### src/rtl/nhrl_pkg.sv
package nhrl_pkg;

    // table sizes
    localparam int NEIGHBOUR_SLOTS = 16;
    localparam int STATIC_ENTRIES  = 16;
    localparam int DYNAMIC_ENTRIES = 16;

    // index and count widths follow from the table sizes
    localparam int NBR_IDX_W = (NEIGHBOUR_SLOTS > 1) ? $clog2(NEIGHBOUR_SLOTS) : 1;
    localparam int ST_IDX_W  = (STATIC_ENTRIES > 1) ? $clog2(STATIC_ENTRIES) : 1;
    localparam int DYN_IDX_W = (DYNAMIC_ENTRIES > 1) ? $clog2(DYNAMIC_ENTRIES) : 1;
    localparam int NBR_CNT_W = $clog2(NEIGHBOUR_SLOTS + 1);

    // field widths
    localparam int OPCODE_W = 2;
    localparam int UNIT_W   = 8;
    localparam int RSSI_W   = 16;
    localparam int TIME_W   = 32;
    localparam int ENTRY_W  = 4;
    localparam int STATUS_W = 4;
    localparam int SLOT_W   = 4;
    localparam int FULL_W   = 5;
    localparam int FULL_MAX = 31;

    // configuration port
    localparam int CFG_IDX_W  = 1;
    localparam int CFG_DATA_W = 8;
    localparam logic [CFG_IDX_W-1:0] CFG_OWN_UNIT = 1'b0;
    localparam logic [CFG_IDX_W-1:0] CFG_MAX_UNIT = 1'b1;

    localparam logic [UNIT_W-1:0] OWN_UNIT_RESET = 8'd0;
    localparam logic [UNIT_W-1:0] MAX_UNIT_RESET = 8'd255;

    // opcodes
    localparam logic [OPCODE_W-1:0] OP_ROUTE    = 2'd0;
    localparam logic [OPCODE_W-1:0] OP_UPDATE   = 2'd1;
    localparam logic [OPCODE_W-1:0] OP_LOAD_ST  = 2'd2;
    localparam logic [OPCODE_W-1:0] OP_LOAD_DYN = 2'd3;

    // result status codes
    localparam logic [STATUS_W-1:0] STS_INVALID   = 4'd0;
    localparam logic [STATUS_W-1:0] STS_NEIGHBOUR = 4'd1;
    localparam logic [STATUS_W-1:0] STS_STATIC    = 4'd2;
    localparam logic [STATUS_W-1:0] STS_DYNAMIC   = 4'd3;
    localparam logic [STATUS_W-1:0] STS_NOT_FOUND = 4'd4;
    localparam logic [STATUS_W-1:0] STS_REFRESHED = 4'd5;
    localparam logic [STATUS_W-1:0] STS_INSERTED  = 4'd6;
    localparam logic [STATUS_W-1:0] STS_FULL      = 4'd7;
    localparam logic [STATUS_W-1:0] STS_LOADED    = 4'd8;

    // controller to datapath
    typedef struct packed {
        logic capture;
        logic commit;
    } ctrl_cmd_t;

    // datapath to controller
    typedef struct packed {
        logic out_free;
    } dp_status_t;

endpackage

### src/rtl/nhrl_ctrl.sv
module nhrl_ctrl (
    input  logic                clk,
    input  logic                rst_n,
    input  logic                in_valid,
    output logic                in_ready,
    input  nhrl_pkg::dp_status_t dp_status,
    output nhrl_pkg::ctrl_cmd_t  cmd
);
    import nhrl_pkg::*;

    typedef enum logic [1:0] {
        ST_IDLE    = 2'b01,
        ST_RESOLVE = 2'b10
    } state_t;

    state_t state_reg;
    state_t state_next;

    always_comb
    begin
        in_ready    = (state_reg == ST_IDLE);
        cmd.capture = in_valid && (state_reg == ST_IDLE);
        cmd.commit  = (state_reg == ST_RESOLVE) && dp_status.out_free;
    end

    always_comb
    begin
        state_next = state_reg;
        unique case (state_reg)
            ST_IDLE:
            begin
                if (in_valid)
                begin
                    state_next = ST_RESOLVE;
                end
            end
            ST_RESOLVE:
            begin
                if (dp_status.out_free)
                begin
                    state_next = ST_IDLE;
                end
            end
            default:
            begin
                state_next = ST_IDLE;
            end
        endcase
    end

    always_ff @(posedge clk or negedge rst_n)
    begin
        if (!rst_n)
        begin
            state_reg <= ST_IDLE;
        end
        else
        begin
            state_reg <= state_next;
        end
    end

endmodule

### src/rtl/nhrl_datapath.sv
module nhrl_datapath (
    input  logic                                clk,
    input  logic                                rst_n,
    input  nhrl_pkg::ctrl_cmd_t                 cmd,
    output nhrl_pkg::dp_status_t                dp_status,
    input  logic                                cfg_we,
    input  logic [nhrl_pkg::CFG_IDX_W-1:0]      cfg_index,
    input  logic [nhrl_pkg::CFG_DATA_W-1:0]     cfg_data,
    input  logic [nhrl_pkg::OPCODE_W-1:0]       opcode,
    input  logic [nhrl_pkg::UNIT_W-1:0]         unit_id,
    input  logic signed [nhrl_pkg::RSSI_W-1:0]  link_rssi,
    input  logic [nhrl_pkg::TIME_W-1:0]         time_stamp,
    input  logic [nhrl_pkg::ENTRY_W-1:0]        entry_index,
    input  logic [nhrl_pkg::UNIT_W-1:0]         hop_unit,
    output logic                                out_valid,
    input  logic                                out_ready,
    output logic [nhrl_pkg::STATUS_W-1:0]       status,
    output logic                                header_routed,
    output logic [nhrl_pkg::UNIT_W-1:0]         source_unit,
    output logic [nhrl_pkg::UNIT_W-1:0]         dest_unit,
    output logic [nhrl_pkg::UNIT_W-1:0]         next_hop,
    output logic [nhrl_pkg::SLOT_W-1:0]         slot_used,
    output logic [nhrl_pkg::FULL_W-1:0]         full_slot_count
);
    import nhrl_pkg::*;

    // configuration
    logic [UNIT_W-1:0] own_unit_reg;
    logic [UNIT_W-1:0] max_unit_reg;

    // tables
    logic [UNIT_W-1:0]        nbr_unit      [NEIGHBOUR_SLOTS];
    logic signed [RSSI_W-1:0] nbr_rssi      [NEIGHBOUR_SLOTS];
    logic [TIME_W-1:0]        nbr_last_seen [NEIGHBOUR_SLOTS];
    logic [NEIGHBOUR_SLOTS-1:0] nbr_valid_reg;
    logic [UNIT_W-1:0]        static_dest   [STATIC_ENTRIES];
    logic [UNIT_W-1:0]        static_next   [STATIC_ENTRIES];
    logic [STATIC_ENTRIES-1:0] static_valid_reg;
    logic [UNIT_W-1:0]        dyn_dest      [DYNAMIC_ENTRIES];
    logic [UNIT_W-1:0]        dyn_next      [DYNAMIC_ENTRIES];
    logic [DYNAMIC_ENTRIES-1:0] dyn_valid_reg;
    logic [NBR_CNT_W-1:0]     nbr_cnt_reg;
    logic [NBR_CNT_W-1:0]     nbr_cnt_next;

    // captured word and match vectors
    logic [OPCODE_W-1:0]      op_reg;
    logic [UNIT_W-1:0]        unit_reg;
    logic signed [RSSI_W-1:0] rssi_reg;
    logic [TIME_W-1:0]        time_reg;
    logic [ENTRY_W-1:0]       idx_reg;
    logic [UNIT_W-1:0]        hop_reg;
    logic [NEIGHBOUR_SLOTS-1:0] nbr_hit_reg;
    logic [STATIC_ENTRIES-1:0]  st_hit_reg;
    logic [DYNAMIC_ENTRIES-1:0] dyn_hit_reg;

    // first-match encoders
    logic                 nbr_any;
    logic [NBR_IDX_W-1:0] nbr_idx;
    logic                 free_any;
    logic [NBR_IDX_W-1:0] free_idx;
    logic                 st_any;
    logic [ST_IDX_W-1:0]  st_idx;
    logic                 dyn_any;
    logic [DYN_IDX_W-1:0] dyn_idx;
    logic [UNIT_W-1:0]    st_hop;

    // resolve results
    logic                 nbr_we;
    logic [NBR_IDX_W-1:0] nbr_wr_idx;
    logic                 nbr_insert;
    logic                 st_we;
    logic                 dyn_we;
    logic [STATUS_W-1:0]  status_next;
    logic                 routed_next;
    logic [UNIT_W-1:0]    source_next;
    logic [UNIT_W-1:0]    dest_next;
    logic [UNIT_W-1:0]    hop_next;
    logic [SLOT_W-1:0]    slot_next;
    logic [FULL_W-1:0]    full_next;

    // output register
    logic                 out_valid_reg;
    logic [STATUS_W-1:0]  status_reg;
    logic                 routed_reg;
    logic [UNIT_W-1:0]    source_reg;
    logic [UNIT_W-1:0]    dest_reg;
    logic [UNIT_W-1:0]    hop_out_reg;
    logic [SLOT_W-1:0]    slot_reg;
    logic [FULL_W-1:0]    full_reg;

    assign dp_status.out_free = !out_valid_reg || out_ready;

    always_ff @(posedge clk or negedge rst_n)
    begin
        if (!rst_n)
        begin
            own_unit_reg <= OWN_UNIT_RESET;
            max_unit_reg <= MAX_UNIT_RESET;
        end
        else if (cfg_we)
        begin
            unique case (cfg_index)
                CFG_OWN_UNIT: own_unit_reg <= cfg_data;
                CFG_MAX_UNIT: max_unit_reg <= cfg_data;
                default:      own_unit_reg <= own_unit_reg;
            endcase
        end
    end

    // compares against the live port at acceptance
    always_ff @(posedge clk)
    begin
        if (cmd.capture)
        begin
            op_reg   <= opcode;
            unit_reg <= unit_id;
            rssi_reg <= link_rssi;
            time_reg <= time_stamp;
            idx_reg  <= entry_index;
            hop_reg  <= hop_unit;
            for (int i = 0; i < NEIGHBOUR_SLOTS; i++)
            begin
                nbr_hit_reg[i] <= nbr_valid_reg[i] && (nbr_unit[i] == unit_id);
            end
            for (int i = 0; i < STATIC_ENTRIES; i++)
            begin
                st_hit_reg[i] <= static_valid_reg[i] && (static_dest[i] == unit_id);
            end
            for (int i = 0; i < DYNAMIC_ENTRIES; i++)
            begin
                dyn_hit_reg[i] <= dyn_valid_reg[i] && (dyn_dest[i] == unit_id);
            end
        end
    end

    // lowest index wins
    always_comb
    begin
        nbr_any  = |nbr_hit_reg;
        free_any = ~&nbr_valid_reg;
        st_any   = |st_hit_reg;
        dyn_any  = |dyn_hit_reg;
        nbr_idx  = '0;
        free_idx = '0;
        st_idx   = '0;
        dyn_idx  = '0;
        for (int i = NEIGHBOUR_SLOTS - 1; i >= 0; i--)
        begin
            if (nbr_hit_reg[i])
            begin
                nbr_idx = NBR_IDX_W'(i);
            end
            if (!nbr_valid_reg[i])
            begin
                free_idx = NBR_IDX_W'(i);
            end
        end
        for (int i = STATIC_ENTRIES - 1; i >= 0; i--)
        begin
            if (st_hit_reg[i])
            begin
                st_idx = ST_IDX_W'(i);
            end
        end
        for (int i = DYNAMIC_ENTRIES - 1; i >= 0; i--)
        begin
            if (dyn_hit_reg[i])
            begin
                dyn_idx = DYN_IDX_W'(i);
            end
        end
    end

    assign st_hop = static_next[st_idx];

    always_comb
    begin
        nbr_we      = 1'b0;
        nbr_wr_idx  = nbr_idx;
        nbr_insert  = 1'b0;
        st_we       = 1'b0;
        dyn_we      = 1'b0;
        status_next = STS_INVALID;
        routed_next = 1'b0;
        source_next = '0;
        dest_next   = '0;
        hop_next    = '0;
        slot_next   = '0;
        unique case (op_reg)
            OP_ROUTE:
            begin
                if (unit_reg <= max_unit_reg)
                begin
                    source_next = own_unit_reg;
                    dest_next   = unit_reg;
                    hop_next    = unit_reg;
                    if (nbr_any)
                    begin
                        status_next = STS_NEIGHBOUR;
                    end
                    else if (st_any)
                    begin
                        status_next = STS_STATIC;
                        if (st_hop != unit_reg)
                        begin
                            routed_next = 1'b1;
                            hop_next    = st_hop;
                        end
                    end
                    else if (dyn_any)
                    begin
                        status_next = STS_DYNAMIC;
                        routed_next = 1'b1;
                        hop_next    = dyn_next[dyn_idx];
                    end
                    else
                    begin
                        status_next = STS_NOT_FOUND;
                    end
                end
            end
            OP_UPDATE:
            begin
                if (nbr_any)
                begin
                    nbr_we      = 1'b1;
                    status_next = STS_REFRESHED;
                    slot_next   = SLOT_W'(nbr_idx);
                end
                else if (free_any)
                begin
                    nbr_we      = 1'b1;
                    nbr_insert  = 1'b1;
                    nbr_wr_idx  = free_idx;
                    status_next = STS_INSERTED;
                    slot_next   = SLOT_W'(free_idx);
                end
                else
                begin
                    status_next = STS_FULL;
                end
            end
            OP_LOAD_ST:
            begin
                if (32'(idx_reg) < STATIC_ENTRIES)
                begin
                    st_we       = 1'b1;
                    status_next = STS_LOADED;
                end
            end
            OP_LOAD_DYN:
            begin
                if (32'(idx_reg) < DYNAMIC_ENTRIES)
                begin
                    dyn_we      = 1'b1;
                    status_next = STS_LOADED;
                end
            end
            default:
            begin
                status_next = STS_INVALID;
            end
        endcase

        nbr_cnt_next = nbr_cnt_reg + NBR_CNT_W'(nbr_insert);
        if (32'(nbr_cnt_next) > FULL_MAX)
        begin
            full_next = FULL_W'(FULL_MAX);
        end
        else
        begin
            full_next = FULL_W'(nbr_cnt_next);
        end
    end

    // table payload, no reset
    always_ff @(posedge clk)
    begin
        if (cmd.commit && nbr_we)
        begin
            nbr_unit[nbr_wr_idx]      <= unit_reg;
            nbr_rssi[nbr_wr_idx]      <= rssi_reg;
            nbr_last_seen[nbr_wr_idx] <= time_reg;
        end
        if (cmd.commit && st_we)
        begin
            static_dest[ST_IDX_W'(idx_reg)] <= unit_reg;
            static_next[ST_IDX_W'(idx_reg)] <= hop_reg;
        end
        if (cmd.commit && dyn_we)
        begin
            dyn_dest[DYN_IDX_W'(idx_reg)] <= unit_reg;
            dyn_next[DYN_IDX_W'(idx_reg)] <= hop_reg;
        end
    end

    // valid marks and fill count
    always_ff @(posedge clk or negedge rst_n)
    begin
        if (!rst_n)
        begin
            nbr_valid_reg    <= '0;
            static_valid_reg <= '0;
            dyn_valid_reg    <= '0;
            nbr_cnt_reg      <= '0;
        end
        else if (cmd.commit)
        begin
            if (nbr_we)
            begin
                nbr_valid_reg[nbr_wr_idx] <= 1'b1;
            end
            if (st_we)
            begin
                static_valid_reg[ST_IDX_W'(idx_reg)] <= 1'b1;
            end
            if (dyn_we)
            begin
                dyn_valid_reg[DYN_IDX_W'(idx_reg)] <= 1'b1;
            end
            nbr_cnt_reg <= nbr_cnt_next;
        end
    end

    always_ff @(posedge clk or negedge rst_n)
    begin
        if (!rst_n)
        begin
            out_valid_reg <= 1'b0;
        end
        else if (cmd.commit)
        begin
            out_valid_reg <= 1'b1;
        end
        else if (out_ready)
        begin
            out_valid_reg <= 1'b0;
        end
    end

    always_ff @(posedge clk)
    begin
        if (cmd.commit)
        begin
            status_reg  <= status_next;
            routed_reg  <= routed_next;
            source_reg  <= source_next;
            dest_reg    <= dest_next;
            hop_out_reg <= hop_next;
            slot_reg    <= slot_next;
            full_reg    <= full_next;
        end
    end

    assign out_valid       = out_valid_reg;
    assign status          = status_reg;
    assign header_routed   = routed_reg;
    assign source_unit     = source_reg;
    assign dest_unit       = dest_reg;
    assign next_hop        = hop_out_reg;
    assign slot_used       = slot_reg;
    assign full_slot_count = full_reg;

endmodule

### src/rtl/next_hop_route_lookup.sv
// channel   direction  handshake              payload
// cfg       in         cfg_we                 cfg_index, cfg_data
// request   in         in_valid / in_ready    opcode, unit_id, link_rssi, time_stamp,
//                                             entry_index, hop_unit
// result    out        out_valid / out_ready  status, header_routed, source_unit, dest_unit,
//                                             next_hop, slot_used, full_slot_count
//
// one word at a time: the table compares are registered at acceptance, the
// first-match encode, table write and result load happen in the resolve state
// reset (rst_n, asynchronous) clears every valid mark and the fill count and
// loads the reset configuration; table payload is not reset
// a result waiting in the output register does not hold off acceptance; the
// resolve cycle waits only while that register is still occupied
module next_hop_route_lookup (
    input  logic                                clk,
    input  logic                                rst_n,
    input  logic                                cfg_we,
    input  logic [nhrl_pkg::CFG_IDX_W-1:0]      cfg_index,
    input  logic [nhrl_pkg::CFG_DATA_W-1:0]     cfg_data,
    input  logic                                in_valid,
    output logic                                in_ready,
    input  logic [nhrl_pkg::OPCODE_W-1:0]       opcode,
    input  logic [nhrl_pkg::UNIT_W-1:0]         unit_id,
    input  logic signed [nhrl_pkg::RSSI_W-1:0]  link_rssi,
    input  logic [nhrl_pkg::TIME_W-1:0]         time_stamp,
    input  logic [nhrl_pkg::ENTRY_W-1:0]        entry_index,
    input  logic [nhrl_pkg::UNIT_W-1:0]         hop_unit,
    output logic                                out_valid,
    input  logic                                out_ready,
    output logic [nhrl_pkg::STATUS_W-1:0]       status,
    output logic                                header_routed,
    output logic [nhrl_pkg::UNIT_W-1:0]         source_unit,
    output logic [nhrl_pkg::UNIT_W-1:0]         dest_unit,
    output logic [nhrl_pkg::UNIT_W-1:0]         next_hop,
    output logic [nhrl_pkg::SLOT_W-1:0]         slot_used,
    output logic [nhrl_pkg::FULL_W-1:0]         full_slot_count
);
    import nhrl_pkg::*;

    // command and status between controller and datapath
    ctrl_cmd_t  cmd;
    dp_status_t dp_status;

    // sequencing: idle / resolve
    nhrl_ctrl u_ctrl (
        .clk       (clk),
        .rst_n     (rst_n),
        .in_valid  (in_valid),
        .in_ready  (in_ready),
        .dp_status (dp_status),
        .cmd       (cmd)
    );

    // tables, compares, encoders and the output register
    nhrl_datapath u_datapath (
        .clk             (clk),
        .rst_n           (rst_n),
        .cmd             (cmd),
        .dp_status       (dp_status),
        .cfg_we          (cfg_we),
        .cfg_index       (cfg_index),
        .cfg_data        (cfg_data),
        .opcode          (opcode),
        .unit_id         (unit_id),
        .link_rssi       (link_rssi),
        .time_stamp      (time_stamp),
        .entry_index     (entry_index),
        .hop_unit        (hop_unit),
        .out_valid       (out_valid),
        .out_ready       (out_ready),
        .status          (status),
        .header_routed   (header_routed),
        .source_unit     (source_unit),
        .dest_unit       (dest_unit),
        .next_hop        (next_hop),
        .slot_used       (slot_used),
        .full_slot_count (full_slot_count)
    );

endmodule

### config.mk
export PLATFORM = sky130hd
export DESIGN_NAME = next_hop_route_lookup
export DESIGN_NICKNAME = d
export VERILOG_FILES = /design/src/rtl/nhrl_pkg.sv /design/src/rtl/nhrl_ctrl.sv /design/src/rtl/nhrl_datapath.sv /design/src/rtl/next_hop_route_lookup.sv
export SDC_FILE = /design/constraint.sdc
export NUM_CORES = 1
export LEC_CHECK = 0
export ABC_AREA = 0
export BUFFER_PORTS_ARGS = -buffer_cell sky130_fd_sc_hd__buf_2
export CAP_MARGIN = 20
export CORE_MARGIN = 8
export CORE_UTILIZATION = 56
export DETAILED_ROUTE_END_ITERATION = 8
export PLACE_DENSITY = 0.76
export REMOVE_ABC_BUFFERS = 1
export SETUP_SLACK_MARGIN = 0.4
export SLEW_MARGIN = 30
export SYNTH_ARGS = -nofsm -noshare
export SYNTH_HDL_FRONTEND = slang
export SYNTH_SLANG_ARGS = --single-unit
### constraint.sdc
create_clock -name clk -period 3.8 [get_ports clk]
set_input_delay 0.76 -clock clk [delete_from_list [all_inputs] [get_ports clk]]
set_output_delay 0.76 -clock clk [all_outputs]
set_load 0.005 [all_outputs]
Word-level counts from Yosys, hierarchy flattened
Memory sizes are Yosys's and may differ from the RTL's.
Cells that the tools add are included.
{ "op_classes": {"mux": 105, "reduce_logical": 72, "bitwise": 6, "n_eq_ne": 56, "order_cmp": 5, "addsub": 1} }
{ "ops": {"columns": ["op", "count"], "rows": [
  ["8-bit equality test", 48],
  ["4-bit two-way mux", 73],
  ["1-bit logical AND", 55],
  ["16-bit bitwise OR", 3],
  ["16-bit OR reduction", 3],
  ["8-bit two-way mux", 4],
  ["1-bit two-way mux", 21],
  ["18-bit OR reduction", 1],
  ["16-bit AND reduction", 1],
  ["2-bit AND reduction", 7],
  ["4-bit case mux with 3 select lines", 1],
  ["4-bit by 5-bit less-than comparator with 1-bit output (second input constant)", 2],
  ["1-bit demux with 4-bit select", 2],
  ["4-bit by 1-bit greater-or-equal comparator with 1-bit output (second input constant)", 2],
  ["8-bit less-or-equal comparator", 1],
  ["8-bit != test", 1],
  ["2-bit equality test (second input constant)", 3],
  ["5-bit by 1-bit adder with 5-bit output", 1],
  ["2-bit by 1-bit equality test with 1-bit output (second input constant)", 2],
  ["2-bit two-way mux", 2],
  ["2-bit case mux with 2 select lines", 1],
  ["3-bit two-way mux", 1],
  ["1-bit inverter", 3],
  ["2-bit zero test", 1],
  ["other kinds (6)", 6]
]} }
{ "totals": {"mem_count": 5, "mem_bits_rw": 640, "word_cells": 272, "ff_bits": 180, "inputBits": 84} }
{ "memory_table": {"columns": ["memory", "depth", "word_bits", "rd", "rd_clocked_by_memory_dff", "write_ports", "line", "rtl"], "rows": [
  ["u_datapath.dyn_dest", 16, 8, 16, 0, 1, "nhrl_datapath.sv:39", "logic [UNIT_W-1:0] dyn_dest [DYNAMIC_ENTRIES];"],
  ["u_datapath.dyn_next", 16, 8, 1, 0, 1, "nhrl_datapath.sv:40", "logic [UNIT_W-1:0] dyn_next [DYNAMIC_ENTRIES];"],
  ["u_datapath.nbr_unit", 16, 8, 16, 0, 1, "nhrl_datapath.sv:32", "logic [UNIT_W-1:0] nbr_unit [NEIGHBOUR_SLOTS];"],
  ["u_datapath.static_dest", 16, 8, 16, 0, 1, "nhrl_datapath.sv:36", "logic [UNIT_W-1:0] static_dest [STATIC_ENTRIES];"],
  ["u_datapath.static_next", 16, 8, 1, 0, 1, "nhrl_datapath.sv:37", "logic [UNIT_W-1:0] static_next [STATIC_ENTRIES];"]
]} }

Depth between registers and ports, before layout
Gate-level depths: netlist (run 1).
{ "depth": {"depth_word": 24, "ltp_mapped": 13, "depth_no_buf": 12} }

Cells and area by module
Synthesis (run 1) repeated with hierarchy kept, for this count alone.
{ "hier_totals": {"hier_cells": 2098, "area_unflattened_um2": 33576.0} }
{ "modules_own_cells": {"columns": ["mod", "seq_area_each_um2", "area_each_um2", "cells_each", "n_inst"], "rows": [
  ["nhrl_datapath", 24223.2, 33484.6, 2090, 1],
  ["nhrl_ctrl", 51.3, 91.3, 8, 1]
]} }

Worst setup path before layout (run 1)
No wires, ideal clock.
{ "synth_path": {"path_type": "input -> register", "start": "in out_ready", "end": "mem u_datapath.dyn_dest[11][0], enable pin", "cell_stages": 5, "arrival_time_ns": 3.925, "required_time_ns": 3.411, "setup_slack_ns": -0.514, "n_path_buf": 0, "setup_ns": 0.389, "cell_sequence": "nor2b_1 nor2_1 and3_1 nand3_1 nor2_1"} }
{ "synth_rtl": {"columns": ["element", "line", "rtl"], "rows": [
  ["from (decl)", "next_hop_route_lookup.sv:29", "input logic out_ready,"],
  ["to (decl)", "nhrl_datapath.sv:39", null]
]} }

Final worst setup path (run 1)
{ "layout_path": {"start": "reg u_datapath.st_hit_reg[0]", "end": "reg u_datapath.routed_reg (netlist: u_datapath.header_routed), data pin"} }
{ "layout_via": {"elab_chain_len": 5} }
{ "layout_lines": {"columns": ["element", "line", "rtl"], "rows": [
  ["from (decl)", "nhrl_datapath.sv:53", "logic [STATIC_ENTRIES-1:0] st_hit_reg;"],
  ["from (signal, indexed assignment)", "nhrl_datapath.sv:127", "st_hit_reg[i] <= static_valid_reg[i] && (static_dest[i] == unit_id);"],
  ["4-bit two-way mux", "nhrl_datapath.sv:160", "if (st_hit_reg[i])"],
  ["memory read 16 x 8 bit", null, null],
  ["8-bit != test", "nhrl_datapath.sv:204", "if (st_hop != unit_reg)"],
  ["1-bit two-way mux", "nhrl_datapath.sv:204", null],
  ["1-bit two-way mux (*)", "nhrl_datapath.sv:201", "else if (st_any)"],
  ["to (signal assigned)", "nhrl_datapath.sv:346", "routed_reg <= routed_next;"],
  ["to (decl)", "nhrl_datapath.sv:84", "logic routed_reg;"]
]} }
Mark *: on every way between the ends. The rest lies on a longest branch, timed or not.
A chain may end at the register's enable or synchronous reset.

==> results by group, run 1 <==
Status
  – Status: finished clean

Setup path
  – R2R setup slack: between 300 and 400 ps
  – Required time of the critical path: between 4000 and 5000 ps
  – R2R cell count: 10
  – Worst reg2reg endpoint: u_datapath.header_routed
  – Setup CP Type: flip-flop to flip-flop
  – Crit path launch type: flip-flop
  – Crit path DAT: 3760 ps
  – Worst r2r src: u_datapath.st_hit_reg[0]
  – Crit. End Element: flip-flop
  – Crit-path max FO: 9

Synth
  – Post-Synth Adder-Cell Area: less than 1%
  – Number of flops mapped to enable cells by yosys: around 750
  – Mux contribution to synthesized area: 4.790%
  – Area leader, netlist: edfxtp_1
  – FF+latch count, synth: 820
  – Post-synthesis sequential area ratio: 72.31%
  – Xor/xnor share of the synthesized area: between 10% and 20%
  – Post-synthesis compound-gate area fraction: roughly 3.3%
  – Netlist Area Pre-Place: between 30,000 and 40,000 um^2
  – Largest family of logic cells by synthesized area: XOR/XNOR gates
  – Ranking of synthesized cells by area: edfxtp_1 67%, xor2_1 5.8%, dfrtp_1 4.7%
  – Yosys top cell area share: between 60% and 70%
  – Syn avg cell area: 16.15 um^2
  – Post-Synth Simple-Gate Area: 7.529%
  – Count of cell types in the netlist: 69
  – Async set-or-reset flop fraction in the synthesized netlist: 8.780%
  – Synth warn: 0
  – Ys flop type: edfxtp_1
  – Gate Count Post-Synth: slightly above 2,000

Clock tree
  – Worst-Skew Late Latency: 620 ps
  – Htree depth: 3
  – Cts hold-fix bufs: 0
  – Sink Count: 820
  – Reg clk slew, reported paths: ~60 ps
  – CTS Buf Count: just over 80
  – CTS tree: built
  – Clk buf depth: 3
  – Root Driver: clkbuf_16

Place
  – DP Worst Slack: 212.2 ps
  – Gpl congestion: ~0.9
  – IO buf count: 75
  – Placed cell areas: 35,550 um^2
  – Hpwl dp: 44,860 um

Global route
  – Pin count of the biggest net entering global routing: 62
  – Number of global-route vias before repair: about 19,000
  – GRT overflow: 0
  – Initial antenna violation count: 0
  – First-pass GRT wire length: roughly 120,000 um
  – Total global-route track usage: around 23%

STA
  – Unrepaired setup endpoints after global routing: no
  – Final Hold Viols: 0
  – Final Setup Violations: 0
  – Setup TNS: 0 ps
  – Fin crit share: between 80 and 90%
  – Fmax: a little under 0.3 GHz
  – Max-slew violation count: 0
  – Final setup margin: between 300 and 400 ps
  – Rel. slew slack: a little over a third
  – Hold_ws: between 150 and 200 ps
  – Actual slew at the worst max-slew pin: just under 1000 ps
  – Clock skew: 23.19 ps
  – Crit path time final: ~3400 ps

Die
  – Die W: 260.8 um
  – CORE AREA: roughly 59,000 um^2
  – Initial Util: about 57%
  – Top Ports: approximately 120
  – Chip height: 260.8 um
  – Cell Rows: 89
  – Die ar.: about 68,000 um^2

Cells and area
  – Layout fillers: around 3,900
  – Commonest non-fill, non-tap cell in the layout: edfxtp_1
  – Register area: around 24,000 um^2
  – Commonest non-fill, non-tap cells in the layout: 748 x edfxtp_1, 223 x xor2_1, 174 x xnor2_1, 124 x buf_4, 86 x clkbuf_16
  – Final Cell Area: a little under 40,000 um^2
  – Multi-input logic area: roughly 9000 um^2
  – Area growth from synthesis to layout: 14.82%
  – Share of cells above drive strength 1: between 20% and 30%
  – Final #Nets: approximately 2,400

Drt
  – Initial DRC count: slightly below 2,000
  – ANT nets after route: 0
  – Vias: 18,950
  – Routed WL: 77,860 um
  – # DRC: 0
  – Pre-antenna DRT Iters: 5
  – DR vias/cell: approximately 6
  – Drt wl/cell: ~25 um

Min path
  – Min-delay worst type: input pin to async pin

Power
  – PwrDens: between 500 and 600 nW/um^2
  – Max VDD drop: between 300 and 400 uV
  – Leakage: around 13 nW

Run
  – MaxCap Viol Count: 0
## critical path, stage by stage, from the launching register on
cell	delay, ps
edfxtp_1	450
or3_4	440
a2111oi_4	390
or2_4	300
buf_4	220
mux2_1	330
o32ai_1	340
nor3_2	140
xor2_1	180
nor4_2	230
a21oi_1	110
## metrics by stage
stage / utilization (%) / total power [mW] / cells
floorplan: - / 11.10 / 1998
global placement: 60.10 / 11.70 / 2956
detailed placement: 60.12 / 11.75 / 2956
CTS: 64.66 / 19.51 / 3110
global route: 65.18 / 20.07 / 3129
finish: 65.18 / 19.48 / 3130
## layout make-up
cell class / instances / area share [%]
Sequential cell: 820 / 62.98
Inverter: 24 / 0.2337
Timing Repair Buffer: 206 / 3.973
Clock buffer: 115 / 6.122
Multi-Input combinational cell: 1156 / 23.49
Tap cell: 773 / 2.509
Clock inverter: 35 / 0.6882
Antenna cell: 1 / 0.006492
## worst max-delay path by stage
stage | slack (ps) | to | cells past startpoint | from
floorplan | -2680 | u_datapath.next_hop[0] | 9 | u_datapath.dyn_hit_reg[11]
global placement | 270 | u_datapath.header_routed | 11 | u_datapath.st_hit_reg[13]
detailed placement | 210 | u_datapath.next_hop[1] | 12 | u_datapath.max_unit_reg[1]
CTS | 420 | u_datapath.next_hop[0] | 12 | u_datapath.max_unit_reg[1]
global route | 300 | u_datapath.header_routed | 10 | u_datapath.st_hit_reg[2]
finish | 400 | u_datapath.header_routed | 10 | u_datapath.st_hit_reg[0]
## cells by family (layout without fill, tap and decap cells)
family                     count (synthesis)  count (layout)
AOI/OAI and AO/OA                        161             161
and+or+nand+nor                          473             475
other                                      0               1
buffers and inverters                    104             380
muxes                                    113             113
xor gates and xnor gates                 397             397
DFF                                      820             820
adders and majority gates                 10              10
## Yosys cell counts, types with 35 or more instances
cell type	n
xor2_1	223
xnor2_1	174
nor2_1	86
or2_2	35
nand3_1	46
mux2i_1	44
dfrtp_1	63
nor4_1	81
nand2_1	76
nand4_1	36
edfxtp_1	748
clkbuf_1	36
## metal layers
| metal | routed length (um) | vias up | global-route usage, % |
|---|---|---|---|
| met3 | 6821 | 150 | 5.293 |
| met5 | 0 | - | 0 |
| met2 | 37050 | 880 | 36.60 |
| met4 | 1895 | 0 | 6.419 |
| li1 | - | 8223 | - |
| met1 | 32090 | 9695 | 31.25 |
## power breakdown
group / leakage (nW) / total [mW] / internal (mW) / switching, mW
Sequential: 7.71 / 10.2 / 10.1 / 0.140
Clock: 1.30 / 7.82 / 4.59 / 3.23
Combinational: 4.48 / 1.44 / 0.542 / 0.898
## timing repair
| action | in CTS | in global routing |
|---|---|---|
| endpoints found under the setup margin | 17 | 73 |
| gates cloned | 2 | 1 |
| gates resized for setup | 7 | 23 |
| pin swaps | 3 | 4 |
| setup buffers | 2 | 12 |
No activity file was read; power rests on OpenSTA's default activity.
==> inputs of run 2 (changes only) <==
- SYNTH_HIERARCHICAL: default -> 1
==> run 2 against run 1 <==
Hold slack gained 86 ps. Cell count grew 0.51%. Register-to-register slack is essentially flat. Clock skew grew 2.3 ps. Worst setup slack lost 11 ps. Clock-buffer cell count shrank 5. Non-clock buffer count grew 6. Critical path type unchanged.
==> results by group, run 2 <==
Drt
  – Routed WL: 78,640 um (was 77,860 um)
  – DR vias/cell: 6.047 (was 6.054)
  – WL met1: 31,090 um (was 32,090 um)
  – Drt wl/cell: 25.00 um (was 24.87 um)
  – Vias: 19,020 (was 18,950)
  – Highest routing layer actually used: met4 (unchanged)
  – Met2 routed WL: 38,810 um (was 37,050 um)
  – ANT nets after route: 0 (unchanged)
  – Pre-antenna DRT Iters: 6 (was 5)
  – # DRC: 0 (unchanged)
  – Initial DRC count: 1,809 (was 1,957)
  – Met3 wire length: 5850 um (was 6821 um)

Clock tree
  – Worst-Skew Late Latency: 630 ps (was 620 ps)
  – Htree depth: 3 (unchanged)
  – Sink Count: 820 (unchanged)
  – Reg clk slew, reported paths: 60 ps (about the same)
  – Root Driver: clkbuf_16 (unchanged)
  – CTS Buf Count: 81 (was 82)
  – CTS tree: built (unchanged)
  – Clk buf depth: 3 (unchanged)

STA
  – Unrepaired setup endpoints after global routing: yes (was no)
  – Clock skew: 25.46 ps (was 23.19 ps)
  – Fmax: 0.2931 GHz (was 0.2940 GHz)
  – Fin crit share: 89.79% (was 89.51%)
  – Actual slew at the worst max-slew pin: 960.8 ps (was 976.0 ps)
  – Final setup margin: 387.8 ps (was 398.7 ps)
  – Final Hold Viols: 0 (unchanged)
  – Crit path time final: 3412 ps (was 3401 ps)
  – Rel. slew slack: 35.95% (was 34.93%)
  – Final Setup Violations: 0 (unchanged)
  – Max-slew violation count: 0 (unchanged)
  – Setup TNS: 0 ps (unchanged)

Synth
  – Synth warn: 6 (was 0)
  – Synth cell count leaders: 748 x edfxtp_1, 226 x xnor2_1, 168 x xor2_1, 83 x nand2_1, 75 x nor4_1 (was 748 x edfxtp_1, 223 x xor2_1, 174 x xnor2_1, 86 x nor2_1, 81 x nor4_1)
  – FF+latch count, synth: 820 (unchanged)
  – Syn avg cell area: 16.00 um^2 (was 16.15 um^2)
  – Yosys top cell area share: 66.90% (was 66.91%)
  – Gate Count Post-Synth: 2,098 (was 2,078)
  – Post-synthesis sequential area ratio: 72.30% (was 72.31%)
  – Netlist Area Pre-Place: 33,580 um^2 (was 33,570 um^2)
  – Ranking of synthesized cells by area: edfxtp_1 67%, xnor2_1 5.9%, dfrtp_1 4.7% (was edfxtp_1 67%, xor2_1 5.8%, dfrtp_1 4.7%)
  – Count of cell types in the netlist: 65 (was 69)
  – Number of flops mapped to enable cells by yosys: 748 (unchanged)
  – Ys flop type: edfxtp_1 (unchanged)
  – Top-count cell post-synth: edfxtp_1 (unchanged)
  – Area leader, netlist: edfxtp_1 (unchanged)
  – Async set-or-reset flop fraction in the synthesized netlist: 8.780% (unchanged)

Setup path
  – CP cell instances: buf_4, nor4_4, nand2_1, o21ai_2, buf_12, mux2_2, a221oi_1, o211a_1, a21oi_1, o21a_1, o21ai_1, o221ai_1 (was or3_4, a2111oi_4, or2_4, buf_4, mux2_1, o32ai_1, nor3_2, xor2_1, nor4_2, a21oi_1)
  – Crit. End Element: flip-flop (unchanged)
  – Crit path launch type: flip-flop (unchanged)
  – CP max stage delay: 460 ps (was 450 ps)
  – Required time of the critical path: 4140 ps (was 4160 ps)
  – Critical-path top delay cell: edfxtp_1 (unchanged)
  – R2R setup slack: 390 ps (was 400 ps)
  – Worst r2r src: u_datapath/st_hit_reg[4] (was u_datapath.st_hit_reg[0])
  – Crit-path max FO: 24 (was 9)
  – Crit path DAT: 3750 ps (was 3760 ps)
  – Setup CP Type: flip-flop to flip-flop (unchanged)
  – Worst reg2reg endpoint: u_datapath/next_hop[3] (was u_datapath.header_routed)
  – R2R cell count: 12 (was 10)

Cells and area
  – Final #Nets: 2,403 (was 2,384)
  – Layout fillers: 3,960 (was 3,929)
  – Share of cells above drive strength 1: 20.10% (was 20.03%)
  – N_diodes: 0 (was 1)
  – Area growth from synthesis to layout: 14.88% (was 14.82%)
  – Cell Count, Final, Fillers Out: 3,146 (was 3,130)
  – Commonest non-fill, non-tap cells in the layout: 748 x edfxtp_1, 226 x xnor2_1, 168 x xor2_1, 129 x buf_4, 85 x clkbuf_16 (was 748 x edfxtp_1, 223 x xor2_1, 174 x xnor2_1, 124 x buf_4, 86 x clkbuf_16)
  – Commonest non-fill, non-tap cell in the layout: edfxtp_1 (unchanged)

Global route
  – Initial antenna violation count: 0 (unchanged)
  – Number of global-route vias before repair: 19,180 (was 19,160)
  – GRT overflow: 0 (unchanged)
  – Total global-route track usage: 22.93% (was 22.80%)
  – Pin count of the biggest net entering global routing: 55 (was 62)
  – First-pass GRT wire length: 117,000 um (was 116,200 um)

Power
  – Power Total: 19.30 mW (was 19.48 mW)
  – Seq pwr share: 52.8% (was 52.5%)
  – Clock power share: 40.0% (was 40.1%)
  – Psw: 4.295 mW (was 4.267 mW)
  – Sw Share: 22.26% (was 21.91%)
  – Max VDD drop: 308.5 uV (was 398.2 uV)
  – Leakage: 13.40 nW (was 13.50 nW)
  – PwrDens: 500.3 nW/um^2 (was 505.4 nW/um^2)
  – Logic pwr share: 7.2% (was 7.4%)
  – Int Pwr: 15.00 mW (was 15.21 mW)

Die
  – Initial Util: 56.78% (was 56.77%)
  – Die ar.: 68,050 um^2 (was 68,030 um^2)
  – Chip height: 260.9 um (was 260.8 um)
  – Die W: 260.9 um (was 260.8 um)
  – Top Ports: 124 (unchanged)
  – Cell Rows: 89 (unchanged)
  – CORE AREA: 59,130 um^2 (unchanged)

Run
  – MaxCap Viol Count: 0 (unchanged)

Min path
  – Min-delay worst type: input pin to async pin (unchanged)

Place
  – DP Worst Slack: 218.6 ps (was 212.2 ps)
  – IO buf count: 75 (unchanged)
  – Cells after DPL: 2,976 (was 2,956)
  – Hpwl dp: 45,520 um (was 44,860 um)
  – Gpl congestion: 0.8873 (was 0.8816)

Status
  – Status: finished clean (unchanged)
[run 2: cell count changes after synthesis, moves of 8 or more]
cell,before,now
a221oi_1,0,8
a21o_1,16,3
xor2_1,223,168
nor2_1,86,74
buf_1,31,21
inv_1,24,36
clkbuf_1,36,52
xnor2_1,174,226
nand4_1,36,46
o31ai_1,5,22
[run 2: cell families after synthesis]
logic type / Yosys count / synth area share [%]
buf+inv: 120 / 1.409
mux: 103 / 4.483
xor+xnor: 394 / 10.28
fa+ha+maj: 10 / 0.3726
simple gates: 485 / 7.736
compound gates: 166 / 3.425
flops: 820 / 72.30
[run 2: power groups by stage]
stage | clock (mW) | sequential [mW] | combinational, mW
floorplan | 0 | 10.4 | 0.668
global placement | 0 | 10.4 | 1.25
detailed placement | 0 | 10.4 | 1.29
CTS | 7.81 | 10.2 | 1.31
global route | 8.15 | 10.2 | 1.49
finish | 7.72 | 10.2 | 1.39
[run 2: how the worst max path moves through the flow]
stage,startpoint,endpoint,depth (start not counted)
2_1_floorplan,u_datapath/dyn_hit_reg[10],u_datapath/next_hop[6],9
3_3_place_gp,u_datapath/st_hit_reg[2],u_datapath/header_routed,11
3_5_place_dp,u_datapath/st_hit_reg[0],u_datapath/header_routed,11
4_1_cts,u_datapath/st_hit_reg[0],u_datapath/next_hop[3],11
5_1_grt,u_datapath/st_hit_reg[4],u_datapath/next_hop[3],12
6_report,u_datapath/st_hit_reg[4],u_datapath/next_hop[3],12
[run 2: repair_timing]
| item | CTS | global route |
|---|---|---|
| buffers inserted | 3 | 11 |
| pin swaps | 0 | 7 |
| setup endpoints to repair | 5 | 8 |
| gates cloned | 0 | 3 |
| hold buffers | 0 | 0 |
| gates resized for setup | 6 | 21 |
[run 2: per-layer routing]
metal | vias to the layer above | GRT usage [%]
li1 | 8340 | -
met1 | 9696 | 29.91
met2 | 816 | 38.44
met3 | 171 | 3.641
met4 | 0 | 9.293
met5 | - | 0
[run 2: final cells by class]
cell class	count	area, um^2	area share (%)
Inverter	36	135.1	0.3503
Sequential cell	820	24270	62.93
Clock inverter	37	330.3	0.8563
Tap cell	773	967.2	2.507
Clock buffer	110	2237	5.800
Multi-Input combinational cell	1158	9014	23.37
Timing Repair Buffer	212	1615	4.188
[run 2: critical path, delay by kind of cell, from the launching register on]
family,cells,cell delay [ps]
compound gates,7,1470
flops,1,460
simple gates,2,440
buf+inv,2,390
mux,1,360
[run 2: metrics by stage]
step	hold slack (ps)	area [um^2]	utilization [%]
6_report	265.7	38570	65.23
5_1_grt	292.2	38570	65.23
4_1_cts	259.1	38230	64.65
3_5_place_dp	446.9	35610	60.22
3_3_place_gp	442.3	35590	60.19
2_1_floorplan	430.2	33240	-
==> inputs of run 3 (changes only) <==
--- a/config.mk
+++ b/config.mk
@@ -9,8 +9,8 @@
 export BUFFER_PORTS_ARGS = -buffer_cell sky130_fd_sc_hd__buf_2
 export CAP_MARGIN = 20
-export CORE_MARGIN = 8
-export CORE_UTILIZATION = 56
+export CORE_MARGIN = 4
+export CORE_UTILIZATION = 55
 export DETAILED_ROUTE_END_ITERATION = 8
-export PLACE_DENSITY = 0.76
+export PLACE_DENSITY = 0.75
 export REMOVE_ABC_BUFFERS = 1
 export SETUP_SLACK_MARGIN = 0.4
==> constraint.sdc (replaced) <==
create_clock -name clk -period 3.8 [get_ports clk]
set_input_delay 0.57 -clock clk [delete_from_list [all_inputs] [get_ports clk]]
set_output_delay 0.57 -clock clk [all_outputs]
set_load 0.005 [all_outputs]
==> run 3 against run 2 <==
Register-to-register slack better by 50 ps. Total power up 0.86%. Cell count up 0.25%. Non-clock buffer count down 2. Global-route usage up 1.6 points. Maximum frequency up 1.6%. Utilization down 1.4 points. Die area down 4.4%. First-iteration DRC count up 3.2%. Critical path depth down 2. Critical path type unchanged. Largest cell class unchanged.
==> results by group, run 3 (synthesis gave the netlist of run 2 again) <==
Setup path
  – Setup CP Type: flip-flop to flip-flop (unchanged)
  – Worst r2r src: u_datapath/st_hit_reg[6] (was u_datapath/st_hit_reg[4])
  – Worst reg2reg endpoint: u_datapath/header_routed (was u_datapath/next_hop[3])
  – R2R cell count: 10 (was 12)
  – Crit path launch type: flip-flop (unchanged)
  – CP cell instances: or2_2, a22oi_2, o21a_2, mux4_2, mux2i_2, o32ai_1, a22oi_1, o211ai_1, nor3_1, a31oi_1 (was buf_4, nor4_4, nand2_1, o21ai_2, buf_12, mux2_2, a221oi_1, o211a_1, a21oi_1, o21a_1, o21ai_1, o221ai_1)
  – Required time of the critical path: 4150 ps (was 4140 ps)
  – Crit path from: u_datapath/st_hit_reg[6] (was u_datapath/st_hit_reg[4])
  – Critical-path top delay cell: mux4_2 (was edfxtp_1)
  – Capture point of the worst path: u_datapath/header_routed (was u_datapath/next_hop[3])
  – Crit path DAT: 3710 ps (was 3750 ps)
  – Crit. End Element: flip-flop (unchanged)
  – CP max stage delay: 550 ps (was 460 ps)
  – R2R setup slack: 440 ps (was 390 ps)
  – Crit-path max FO: 5 (was 24)

Place
  – Placed cell areas: 35,570 um^2 (was 35,610 um^2)
  – Gpl congestion: 0.9333 (was 0.8873)
  – Hpwl dp: 46,730 um (was 45,520 um)
  – IO buf count: 75 (unchanged)

Cells and area
  – Final #Nets: 2,400 (was 2,403)
  – Area growth from synthesis to layout: 14.83% (was 14.88%)
  – Share of cells above drive strength 1: 19.61% (was 20.10%)
  – Commonest non-fill, non-tap cells in the layout: 748 x edfxtp_1, 226 x xnor2_1, 168 x xor2_1, 126 x buf_4, 84 x clkbuf_16 (was 748 x edfxtp_1, 226 x xnor2_1, 168 x xor2_1, 129 x buf_4, 85 x clkbuf_16)
  – Final Cell Area: 38,560 um^2 (was 38,570 um^2)
  – Multi-input logic area: 8967 um^2 (was 9014 um^2)
  – Commonest non-fill, non-tap cell in the layout: edfxtp_1 (unchanged)
  – Register area: 24,270 um^2 (unchanged)
  – Layout fillers: 4,193 (was 3,960)

Run
  – MaxCap Viol Count: 0 (unchanged)

Drt
  – # DRC: 0 (unchanged)
  – Vias: 18,980 (was 19,020)
  – Drt wl/cell: 25.15 um (was 25.00 um)
  – Pre-antenna DRT Iters: 6 (unchanged)
  – ANT nets after route: 0 (unchanged)
  – Routed WL: 79,330 um (was 78,640 um)
  – Initial DRC count: 1,866 (was 1,809)
  – DR vias/cell: 6.018 (was 6.047)

STA
  – Clock skew: 16.78 ps (was 25.46 ps)
  – Final Setup Violations: 0 (unchanged)
  – Rel. slew slack: 43.55% (was 35.95%)
  – Unrepaired setup endpoints after global routing: yes (unchanged)
  – Crit path time final: 3359 ps (was 3412 ps)
  – Final Hold Viols: 0 (unchanged)
  – Max-slew violation count: 0 (unchanged)
  – Fmax: 0.2977 GHz (was 0.2931 GHz)
  – Fin crit share: 88.39% (was 89.79%)
  – Actual slew at the worst max-slew pin: 846.7 ps (was 960.8 ps)

Clock tree
  – CTS Buf Count: 80 (was 81)
  – Reg clk slew, reported paths: 70 ps (was 60 ps)
  – CTS tree: built (unchanged)
  – Htree depth: 3 (unchanged)
  – Root Driver: clkbuf_16 (unchanged)
  – Clk buf depth: 3 (unchanged)
  – Worst-Skew Late Latency: 630 ps (about the same)
  – Sink Count: 820 (unchanged)

Power
  – PwrDens: 504.8 nW/um^2 (was 500.3 nW/um^2)
  – Max VDD drop: 289.1 uV (was 308.5 uV)
  – Leakage: 13.40 nW (about the same)
  – Power Total: 19.46 mW (was 19.30 mW)

Global route
  – Total global-route track usage: 24.49% (was 22.93%)
  – Number of global-route vias before repair: 19,350 (was 19,180)
  – Pin count of the biggest net entering global routing: 56 (was 55)
  – First-pass GRT wire length: 117,900 um (was 117,000 um)
  – Initial antenna violation count: 1 (was 0)
  – GRT overflow: 0 (unchanged)

Die
  – CORE AREA: 60,360 um^2 (was 59,130 um^2)
  – Chip height: 255.1 um (was 260.9 um)
  – Initial Util: 55.63% (was 56.78%)
  – Die ar.: 65,060 um^2 (was 68,050 um^2)
  – Top Ports: 124 (unchanged)
  – Die W: 255.1 um (was 260.9 um)
  – Cell Rows: 90 (was 89)

Status
  – Status: finished clean (unchanged)

Min path
  – Min-delay worst type: input pin to flip-flop (was input pin to async pin)
-- run 3: how the worst min path moves through the flow --
stage	startpoint	to	slack, ps	cells past startpoint
after global placement	u_datapath/dyn_valid_reg[4]	u_datapath/dyn_valid_reg[4]	440	1
after floorplan	rst_n	u_ctrl/state_reg[1]	270	0
after detailed placement	u_datapath/static_valid_reg[1]	u_datapath/static_valid_reg[1]	450	1
after global routing	hop_unit[1]	u_datapath/hop_reg[1]	100	1
after CTS	rst_n	u_datapath/nbr_valid_reg[8]	90	1
final	hop_unit[1]	u_datapath/hop_reg[1]	120	1
-- run 3: report_power, final --
| group | total [mW] | switching [mW] | internal (mW) |
|---|---|---|---|
| sequential | 10.2 | 0.123 | 10.1 |
| combinational | 1.38 | 0.866 | 0.514 |
| clock | 7.90 | 3.27 | 4.63 |
-- run 3: layer usage --
| metal | share of wire (%) | track usage (%) | up-vias |
|---|---|---|---|
| li1 | - | - | 8318 |
| met1 | 39 | 32.55 | 9717 |
| met2 | 50 | 41.55 | 766 |
| met3 | 7.6 | 3.912 | 181 |
| met4 | 3.4 | 8.932 | 0 |
| met5 | 0 | 0 | - |
-- run 3: per-stage QoR --
stage / instances / worst slack (ps) / TNS (ps) / hold slack [ps] / util (%)
after detailed placement: 2979 / 324.1 / 0 / 446.8 / 58.93
after floorplan: 2014 / -2657 / -20050 / 274.4 / -
after global routing: 3153 / 302.9 / 0 / 100.7 / 63.87
final: 3154 / 441.2 / 0 / 121.9 / 63.88
after CTS: 3127 / 332.6 / 0 / 87.92 / 63.31
after global placement: 2978 / 360.3 / 0 / 442.3 / 58.88
-- run 3: repair_timing --
item,4_1_cts,5_1_grt
resized for setup,5,13
pin swaps,1,5
hold buffers,0,1
endpoints found under the setup margin,3,9
gates cloned,0,1
buffers inserted,1,16
endpoints found under the hold margin,0,6
-- run 3: worst max-delay path, delay by kind of cell (launching register included) --
family | cells | cell delay [ps]
DFF | 1 | 500
and+or+nand+nor | 2 | 630
AOI/OAI and AO/OA | 6 | 1160
muxes | 2 | 780
-- run 3: cell type report --
| class | count | share of cell area, % |
|---|---|---|
| Inverter | 36 | 0.3505 |
| Clock inverter | 41 | 1.058 |
| Antenna cell | 1 | 0.006490 |
| Clock buffer | 106 | 5.715 |
| Multi-Input combinational cell | 1158 | 23.26 |
| Timing Repair Buffer | 210 | 4.115 |
| Sequential cell | 820 | 62.96 |
| Tap cell | 782 | 2.538 |
